`src/design/imia_pkg.sv`:
```
// Shared types, sizes and codes of the interval map id allocator.
// Used by imia_map_ram, imia_seq and interval_map_id_allocator.
// Depends on nothing else.
package imia_pkg;

    // Map storage size in boundary words.
    localparam int MAP_WORDS = 256;
    localparam int AW        = $clog2(MAP_WORDS);
    localparam int CW        = $clog2(MAP_WORDS + 1);
    localparam int ID_W      = 32;
    localparam int LIMIT_W   = 9;
    localparam int RW        = ((CW > LIMIT_W) ? CW : LIMIT_W) + 1;

    typedef logic [AW-1:0]      addr_t;
    typedef logic [CW-1:0]      cnt_t;
    typedef logic [ID_W-1:0]    word_t;
    typedef logic [LIMIT_W-1:0] limit_t;
    typedef logic [RW-1:0]      room_t;

    localparam word_t  U32_MAX     = {ID_W{1'b1}};
    localparam limit_t LIMIT_RESET = limit_t'(256);

    // Command codes carried on the input tuser bit.
    localparam logic CMD_ALLOC   = 1'b0;
    localparam logic CMD_RELEASE = 1'b1;

    typedef enum logic [1:0] {
        ST_OK           = 2'd0,
        ST_EXHAUSTED    = 2'd1,
        ST_MAP_FULL     = 2'd2,
        ST_ALREADY_FREE = 2'd3
    } status_t;

    typedef struct packed {
        word_t   granted_id;
        status_t status;
    } result_t;

    // One access to the boundary memory: an optional write and two reads.
    typedef struct packed {
        logic  we;
        addr_t waddr;
        word_t wdata;
        addr_t raddr_a;
        addr_t raddr_b;
    } mem_req_t;

endpackage

```
`src/design/imia_seq.sv`:
```
// Sequencer for the allocator: scans pairs, updates words and shifts the map
// tail by read-modify-write on the boundary memory. Depends on imia_pkg.
module imia_seq (
    input  logic               clk,
    input  logic               rst_n,
    input  logic               in_valid,
    output logic               in_ready,
    input  logic               in_command,
    input  imia_pkg::word_t    in_object_id,
    input  imia_pkg::limit_t   map_limit,
    output logic               res_valid,
    input  logic               res_ready,
    output imia_pkg::result_t  res,
    output imia_pkg::mem_req_t mem_req,
    input  imia_pkg::word_t    rd_a,
    input  imia_pkg::word_t    rd_b,
    output imia_pkg::cnt_t     map_count
);
    import imia_pkg::*;

    typedef enum logic [11:0] {
        S_INIT0    = 12'b000000000001,
        S_INIT1    = 12'b000000000010,
        S_IDLE     = 12'b000000000100,
        S_ALLOC_EV = 12'b000000001000,
        S_REL_RD   = 12'b000000010000,
        S_REL_EV   = 12'b000000100000,
        S_SHDN     = 12'b000001000000,
        S_SHUP     = 12'b000010000000,
        S_SPL_GAP  = 12'b000100000000,
        S_SPL_LO   = 12'b001000000000,
        S_SPL_HI   = 12'b010000000000,
        S_RESP     = 12'b100000000000
    } state_t;

    state_t  state_reg, state_next;
    cnt_t    count_reg, count_next;
    cnt_t    idx_reg, idx_next;
    addr_t   dst_reg, dst_next;
    addr_t   last_reg, last_next;
    word_t   id_reg, id_next;
    logic    wpend_reg, wpend_next;
    addr_t   wpend_addr_reg, wpend_addr_next;
    result_t res_reg, res_next;

    cnt_t  idx_p1, idx_p2, idx_p3, count_m3, count_p1;
    room_t room, count_p2;
    logic  map_full;

    // Index arithmetic shared by the scan and the shift setup.
    assign idx_p1   = idx_reg + cnt_t'(1);
    assign idx_p2   = idx_reg + cnt_t'(2);
    assign idx_p3   = idx_reg + cnt_t'(3);
    assign count_m3 = count_reg - cnt_t'(3);
    assign count_p1 = count_reg + cnt_t'(1);

    // Room left for a split: the lesser of the limit and the memory size.
    assign room     = (room_t'(map_limit) > room_t'(MAP_WORDS)) ?
                      room_t'(MAP_WORDS) : room_t'(map_limit);
    assign count_p2 = room_t'(count_reg) + room_t'(2);
    assign map_full = count_p2 > room;

    assign res       = res_reg;
    assign map_count = count_reg;

    always_comb
    begin
        state_next      = state_reg;
        count_next      = count_reg;
        idx_next        = idx_reg;
        dst_next        = dst_reg;
        last_next       = last_reg;
        id_next         = id_reg;
        wpend_next      = 1'b0;
        wpend_addr_next = wpend_addr_reg;
        res_next        = res_reg;
        in_ready        = 1'b0;
        res_valid       = 1'b0;
        mem_req         = '0;

        // A copy read in the previous cycle lands now.
        if (wpend_reg)
        begin
            mem_req.we    = 1'b1;
            mem_req.waddr = wpend_addr_reg;
            mem_req.wdata = rd_a;
        end

        case (state_reg)
            S_INIT0:
            begin
                mem_req.we    = 1'b1;
                mem_req.waddr = addr_t'(0);
                mem_req.wdata = word_t'(1);
                state_next    = S_INIT1;
            end

            S_INIT1:
            begin
                mem_req.we    = 1'b1;
                mem_req.waddr = addr_t'(1);
                mem_req.wdata = word_t'(1);
                state_next    = S_IDLE;
            end

            S_IDLE:
            begin
                in_ready = 1'b1;
                if (in_valid)
                begin
                    id_next = in_object_id;
                    if (in_command == CMD_ALLOC)
                    begin
                        mem_req.raddr_a = addr_t'(1);
                        mem_req.raddr_b = addr_t'(2);
                        state_next      = S_ALLOC_EV;
                    end
                    else
                    begin
                        idx_next   = '0;
                        state_next = S_REL_RD;
                    end
                end
            end

            // Hand out the first free id, or report exhausted when it is U32_MAX, and
            // merge the first two runs if the first free run empties.
            S_ALLOC_EV:
            begin
                if (rd_a == U32_MAX)
                begin
                    res_next.granted_id = '0;
                    res_next.status     = ST_EXHAUSTED;
                    state_next          = S_RESP;
                end
                else
                begin
                    mem_req.we          = 1'b1;
                    mem_req.waddr       = addr_t'(1);
                    mem_req.wdata       = rd_a + word_t'(1);
                    res_next.granted_id = rd_a;
                    res_next.status     = ST_OK;
                    if ((count_reg > cnt_t'(2)) && ((rd_a + word_t'(1)) == rd_b))
                    begin
                        dst_next   = addr_t'(1);
                        last_next  = count_m3[AW-1:0];
                        count_next = count_reg - cnt_t'(2);
                        state_next = S_SHDN;
                    end
                    else
                    begin
                        state_next = S_RESP;
                    end
                end
            end

            // Fetch the next pair, or give up when the pairs run out.
            S_REL_RD:
            begin
                if (idx_p1 < count_reg)
                begin
                    mem_req.raddr_a = idx_reg[AW-1:0];
                    mem_req.raddr_b = idx_p1[AW-1:0];
                    state_next      = S_REL_EV;
                end
                else
                begin
                    res_next.granted_id = '0;
                    res_next.status     = ST_ALREADY_FREE;
                    state_next          = S_RESP;
                end
            end

            // Compare the released id against one pair.
            S_REL_EV:
            begin
                res_next.granted_id = '0;
                res_next.status     = ST_OK;
                if (id_reg == rd_a)
                begin
                    mem_req.we    = 1'b1;
                    mem_req.waddr = idx_reg[AW-1:0];
                    mem_req.wdata = rd_a + word_t'(1);
                    state_next    = S_RESP;
                    if ((rd_a + word_t'(1)) == rd_b)
                    begin
                        count_next = count_reg - cnt_t'(2);
                        if (idx_p2 < count_reg)
                        begin
                            dst_next   = idx_reg[AW-1:0];
                            last_next  = count_m3[AW-1:0];
                            state_next = S_SHDN;
                        end
                    end
                end
                else if ((id_reg > rd_a) && (id_reg < rd_b))
                begin
                    if ((id_reg + word_t'(1)) == rd_b)
                    begin
                        mem_req.we    = 1'b1;
                        mem_req.waddr = idx_p1[AW-1:0];
                        mem_req.wdata = rd_b - word_t'(1);
                        state_next    = S_RESP;
                    end
                    else if (map_full)
                    begin
                        res_next.status = ST_MAP_FULL;
                        state_next      = S_RESP;
                    end
                    else
                    begin
                        dst_next   = count_p1[AW-1:0];
                        last_next  = idx_p3[AW-1:0];
                        count_next = count_reg + cnt_t'(2);
                        state_next = S_SHUP;
                    end
                end
                else
                begin
                    idx_next   = idx_p2;
                    state_next = S_REL_RD;
                end
            end

            // Move the tail down by two words, one word per cycle.
            S_SHDN:
            begin
                mem_req.raddr_a = dst_reg + addr_t'(2);
                wpend_next      = 1'b1;
                wpend_addr_next = dst_reg;
                if (dst_reg == last_reg)
                begin
                    state_next = S_RESP;
                end
                else
                begin
                    dst_next = dst_reg + addr_t'(1);
                end
            end

            // Move the tail up by two words, highest word first.
            S_SHUP:
            begin
                mem_req.raddr_a = dst_reg - addr_t'(2);
                wpend_next      = 1'b1;
                wpend_addr_next = dst_reg;
                if (dst_reg == last_reg)
                begin
                    state_next = S_SPL_GAP;
                end
                else
                begin
                    dst_next = dst_reg - addr_t'(1);
                end
            end

            // The last tail copy uses the write port here.
            S_SPL_GAP:
            begin
                state_next = S_SPL_LO;
            end

            S_SPL_LO:
            begin
                mem_req.we    = 1'b1;
                mem_req.waddr = idx_p1[AW-1:0];
                mem_req.wdata = id_reg;
                state_next    = S_SPL_HI;
            end

            S_SPL_HI:
            begin
                mem_req.we    = 1'b1;
                mem_req.waddr = idx_p2[AW-1:0];
                mem_req.wdata = id_reg + word_t'(1);
                state_next    = S_RESP;
            end

            S_RESP:
            begin
                res_valid = 1'b1;
                if (res_ready)
                begin
                    state_next = S_IDLE;
                end
            end

            default:
            begin
                state_next = S_IDLE;
            end
        endcase
    end

    always_ff @(posedge clk or negedge rst_n)
    begin
        if (!rst_n)
        begin
            state_reg      <= S_INIT0;
            count_reg      <= cnt_t'(2);
            idx_reg        <= '0;
            dst_reg        <= '0;
            last_reg       <= '0;
            id_reg         <= '0;
            wpend_reg      <= 1'b0;
            wpend_addr_reg <= '0;
            res_reg        <= '0;
        end
        else
        begin
            state_reg      <= state_next;
            count_reg      <= count_next;
            idx_reg        <= idx_next;
            dst_reg        <= dst_next;
            last_reg       <= last_next;
            id_reg         <= id_next;
            wpend_reg      <= wpend_next;
            wpend_addr_reg <= wpend_addr_next;
            res_reg        <= res_next;
        end
    end

endmodule

```
`config.mk`:
```
export PLATFORM = sky130hd
export DESIGN_NAME = imia_seq
export DESIGN_NICKNAME = d
export VERILOG_FILES = /design/src/design/imia_pkg.sv /design/src/design/imia_seq.sv
export SDC_FILE = /design/constraint.sdc
export NUM_CORES = 1
export LEC_CHECK = 0
export ABC_AREA = 1
export BUFFER_PORTS_ARGS = -buffer_cell sky130_fd_sc_hd__buf_4
export CORE_ASPECT_RATIO = 1.75
export CORE_MARGIN = 8
export CORE_UTILIZATION = 25
export DETAILED_ROUTE_END_ITERATION = 10
export GPL_ROUTABILITY_DRIVEN = 0
export PLACE_DENSITY = 0.37
export SLEW_MARGIN = 20
export SYNTH_ARGS = -nofsm -noshare
export SYNTH_HDL_FRONTEND = slang
export SYNTH_SLANG_ARGS = --single-unit
export TNS_END_PERCENT = 20
```
`constraint.sdc`:
```
create_clock -name clk -period 4.54 [get_ports clk]
set_input_delay 0.908 -clock clk [delete_from_list [all_inputs] [get_ports clk]]
set_output_delay 0.908 -clock clk [all_outputs]
set_load 0.01 [all_outputs]
```
* Yosys cells after proc, flatten, opt, wreduce, memory -nomap -nowiden
Cells that the tools add are included.
Operators by class: add/subtract/negate cells 15, magnitude comparators 7, eq/ne operators 34, multiplexer cells 70, reduce and logical (&&, ||, !) cells 14
Operators by type and width (number):
- one-hot mux 41 bit (6 select lines) | 1
- 2-to-1 mux 41 bit | 5
- 2-to-1 mux 12 bit | 13
- 2-to-1 mux 8 bit | 18
- one-hot mux 12 bit (11 select lines) | 1
- 2-to-1 mux 9 bit | 14
- one-hot mux 34 bit (3 select lines) | 1
- == test 32 bit | 3
- 2-to-1 mux 34 bit | 2
- adder 32 x 1 -> 32 bit (second input constant) | 2
- one-hot mux 8 bit (4 select lines) | 2
- one-hot mux 9 bit (2 select lines) | 2
- == test 32 bit (second input constant) | 1
- greater-than comparator 32 bit | 1
- less-than comparator 32 bit | 1
- one-hot mux 8 bit (2 select lines) | 2
- subtractor 32 x 1 -> 32 bit (second input constant) | 1
- inequality test 2 bit (second input constant) | 12
- adder 9 x 2 -> 9 bit (second input constant) | 2
- less-than comparator 9 bit | 2
- adder 8 x 1 -> 8 bit (second input constant) | 2
- adder 8 x 2 -> 8 bit (second input constant) | 2
- 2-to-1 mux 16 bit | 1
- subtractor 8 x 2 -> 8 bit (second input constant) | 2
- 35 further kinds | 47
Word-level totals: register bits 121, word-level logic and storage cells 150

* Depth between registers and ports, before layout
word-level depth 8, depth in mapped cells 21, gate-level depth less buffers 20

* Worst setup path after synthesis
OpenSTA, ideal clock, no wires.
path kind input to output, start input port rd_b[21], end output port mem_req[22] in the netlist's numbering, arrival 3.049 ns, data required time 3.632 ns, slack 0.583 ns, cell stages on the path 15, cells stage by stage clkbuf_1 > inv_1 > ha_1 > a21oi_1 > nor2_1 > a211oi_1 > a21oi_1 > nor2_1 > nand2_1 > nor2_1 > inv_1 > nor2_8 > buf_4 > o211ai_1 > a21oi_1
RTL lines:
- start, declared | RTL line imia_seq.sv:16 | input imia_pkg::word_t rd_b,
- end, declared | RTL line imia_seq.sv:14 | output imia_pkg::mem_req_t mem_req,

==> results.py <==
metrics = {
    "cts": {
        "cts.sinks": 119,
        "clock_latency_ns": 0.48,
        "cts_tree": "done",
        "numCtsBuffers": 17,
        "cts_root_buffer": "clkbuf_16",
        "clock_path_buffers": 2,
        "clk_pin_slew_ns": 0.06,
        "ctsHoldBuffers": 0,
        "htreeDepth": 4,
    },
    "setup_path": {
        "slowest_delay_ns": 0.29,
        "crit_chain": "buf_4 > buf_4 > inv_1 > ha_1 > nand2_1 > nor2_2 > nand2_2 > nor2_1 > nand4_1 > inv_1 > nand2_1 > nor3_2 > xor2_1 > o211ai_1 > a21oi_1 > buf_4 > buf_6",
        "rr_worst_depth": 17,
        "path_max_fanout": 4,
        "end_kind": "primary output",
        "worst_ep_arrival_time_ns": 3.69,
        "slowest_stage": "xor2_1",
        "start_kind": "input pin",
        "worst_path_most_repeated_cell": "buf_4",
        "required_ns": 3.63,
        "crit_type": "input pin to primary output",
    },
    "drt": {
        "vias": 18800,
        "finalWirelength_um": 90600,
        "drc": 0,
        "drtIter0Drc": 1106,
        "wl_per_cell_um": 24.6,
        "first_pass_iters": 5,
        "drtAntennaViolNets": 0,
        "viasPerCell": 5.10,
    },
    "logic_synthesis": {
        "syn_area_per_cell_sq_um": 6.04,
        "synthTopCellsByArea": "dfrtp_1 20%, nand2_1 19%, ha_1 8.9%, nand3_1 7.3%, nor2_1 7.3%",
        "synth-edff-count": 0,
        "async_reset_ff_share_pct": 100,
        "yosysUniqueCellTypes": 58,
        "yosysSeqAreaShare_pct": 20.4,
        "ys_ff_latch": 119,
        "synth_top_area_share_pct": 20.0,
        "synth-main-ff-cell": "dfrtp_1",
        "synthCells": 2422,
        "synth_warnings": 0,
        "yosys.area.top_type": "dfrtp_1",
        "netlist_area_sq_um": 14600,
    },
    "power": {
        "ir_drop_mv": 0.308,
        "p_leak_nw": 10.6,
        "p_per_area_nw_per_um2": 437,
        "power_mw": 8.89,
    },
    "sta": {
        "holdWs_ns": 0.463,
        "skew_ns": 0.0181,
        "hold_viol": 0,
        "timing.final.ws_setup_ns": -0.0531,
        "rsz0062_at_grt": "yes",
        "min_period_ns": 4.59,
        "final_max_slew_viol_count": 0,
        "worstMarginPinSlew_ns": 1.03,
        "setup_viol": 2,
        "period_share_pct": 101,
        "max_freq_mhz": 218,
        "slew_headroom_pct": 30.6,
    },
    "die": {
        "rows": 117,
        "fp.dieArea_sq_um": 66800,
        "die_h_um": 336,
        "initial_utilization_pct": 25.2,
        "die_x_um": 199,
        "core-area_sq_um": 58100,
        "pin_count": 212,
    },
    "global_routing": {
        "grt_pass1_vias": 19100,
        "antenna_found_initial": 0,
        "grt_overflow": 0,
        "grt_pass1_wl_um": 129000,
        "groute.usage.overall_pct": 26.9,
        "grt_max_degree": 75,
    },
    "placed_design": {
        "dp.final_hpwl_um": 75800,
        "post_dp_cell_area_sq_um": 19200,
        "portBuffers": 210,
        "place_ws_ns": -0.357,
    },
    "layout": {
        "largest_register_ffs": 34,
        "n_antenna_cell": 0,
        "drive_gt1_share_pct": 24.6,
        "area_growth_pct": 39.0,
        "nets": 3107,
        "finish.instance_area_sq_um": 20300,
    },
    "run_status": {
        "status": "finished with violations",
        "failed_checks": "negative setup slack",
    },
    "hold_path": {
        "hp-class": "input pin to asynchronous set/reset pin",
    },
    "run": {
        "max_cap_viol_count": 0,
    },
}
[power by group]
| group | switching (mW) | total, mW | internal (mW) |
|---|---|---|---|
| clock network | 0.658 | 1.45 | 0.789 |
| registers | 0.599 | 2.04 | 1.44 |
| logic | 3.24 | 5.41 | 2.16 |
[layout make-up]
type                       instances  area, sq um
inverter                         268         1020
clock inverter                    14          148
sequential                       119         3000
tap                              773          967
fill                            6541        37800
clock buffer                      18          439
multi-input combinational       1960        10600
timing repair buffer             525         4150
[cell families (layout without fill, tap and decap cells)]
family | Yosys count | in the layout | share of synthesized area (%)
and+or+nand+nor | 1403 | 1404 | 41.5
AOI/OAI and AO/OA | 377 | 377 | 15.5
buffers and inverters | 345 | 825 | 9.14
DFF | 119 | 119 | 20.4
adders and majority gates | 106 | 106 | 9.16
xor gates and xnor gates | 67 | 67 | 4.01
muxes | 4 | 4 | 0.308
other | 1 | 2 | 0.0256
[timing repair]
item | CTS | global route
pin swaps | 23 | 25
gates resized for setup | 72 | 41
setup buffers | 23 | 2
cloned | 1 | 0
setup endpoints to repair | 41 | 45
hold endpoints to repair | 0 | 0
[metal layers]
metal / track usage, % / vias up / part of all wire (%)
met1: 27.0 / 8801 / 35
met3: 3.16 / 256 / 4.5
met2: 49.7 / 749 / 51
met4: 20.5 / 0 / 9.0
met5: 0 / - / 0
li1: - / 8965 / -
[worst max-delay path: cells and delay by family]
kind / cells / cell delay (ns)
xor gates and xnor gates: 1 / 0.29
buffers and inverters: 6 / 0.77
adders and majority gates: 1 / 0.23
AOI/OAI and AO/OA: 2 / 0.34
and+or+nand+nor: 7 / 1.14
[worst paths after layout]
check / start / endpoint / slack (ns)
hold reg to reg: wpend_addr_reg[3] / wpend_addr_reg[3] / 0.48
setup reg to reg: idx_reg[4] / last_reg[7] / 0.73
hold / removal: rst_n / wpend_reg / 0.46
min in group clk: wpend_addr_reg[3] / wpend_addr_reg[3] / 0.48
setup / recovery: rd_b[0] / mem_req[44] / -0.05
max in group asynchronous: rst_n / state_reg[0] / 3.32
[metrics by stage]
stage | util [%] | setup TNS [ns] | instances
4_1_cts | 34.8 | -0.297 | 3675
3_3_place_gp | 33.0 | -4.13 | 3621
6_report | 35.0 | -0.102 | 3677
2_1_floorplan | - | 0 | 2423
3_5_place_dp | 33.0 | -4.29 | 3621
5_1_grt | 35.0 | -5.33 | 3677
[cells in the mapped netlist (3+ instances only)]
cell,count
o211ai_1,31
o31ai_1,33
nand2_2,12
o22ai_1,18
xnor2_1,10
nor3_1,26
a21boi_0,3
nand2_1,758
nand3b_1,3
and2_1,4
xor2_1,57
o2111ai_1,13
o21ai_1,12
nor4_1,17
a221oi_1,6
o21ai_0,73
or2_2,3
inv_1,257
a31oi_1,20
a22oi_1,5
clkinv_1,5
nor2_4,18
ha_1,104
nor2_8,3
o211ai_2,3
mux2_2,4
clkbuf_1,59
a211oi_1,4
nand3_4,4
inv_2,6
nand4_1,39
o221ai_1,4
nor2_2,12
buf_4,6
nor2_1,283
nand3_1,213
dfrtp_1,117
buf_2,10
a21oi_1,144
[cell usage in the layout (no fill, tap or decap), drive strengths merged, types with 57 or more instances in the layout]
cell   netlist  routed
a21oi      144     144
buf         18     525
dfrtp      117     117
ha         104     104
inv        263     270
nand2      771     771
nand3      219     219
nor2       316     317
o21ai       85      85
xor2        57      57
Note: power is estimated with default switching activity, not from simulation.
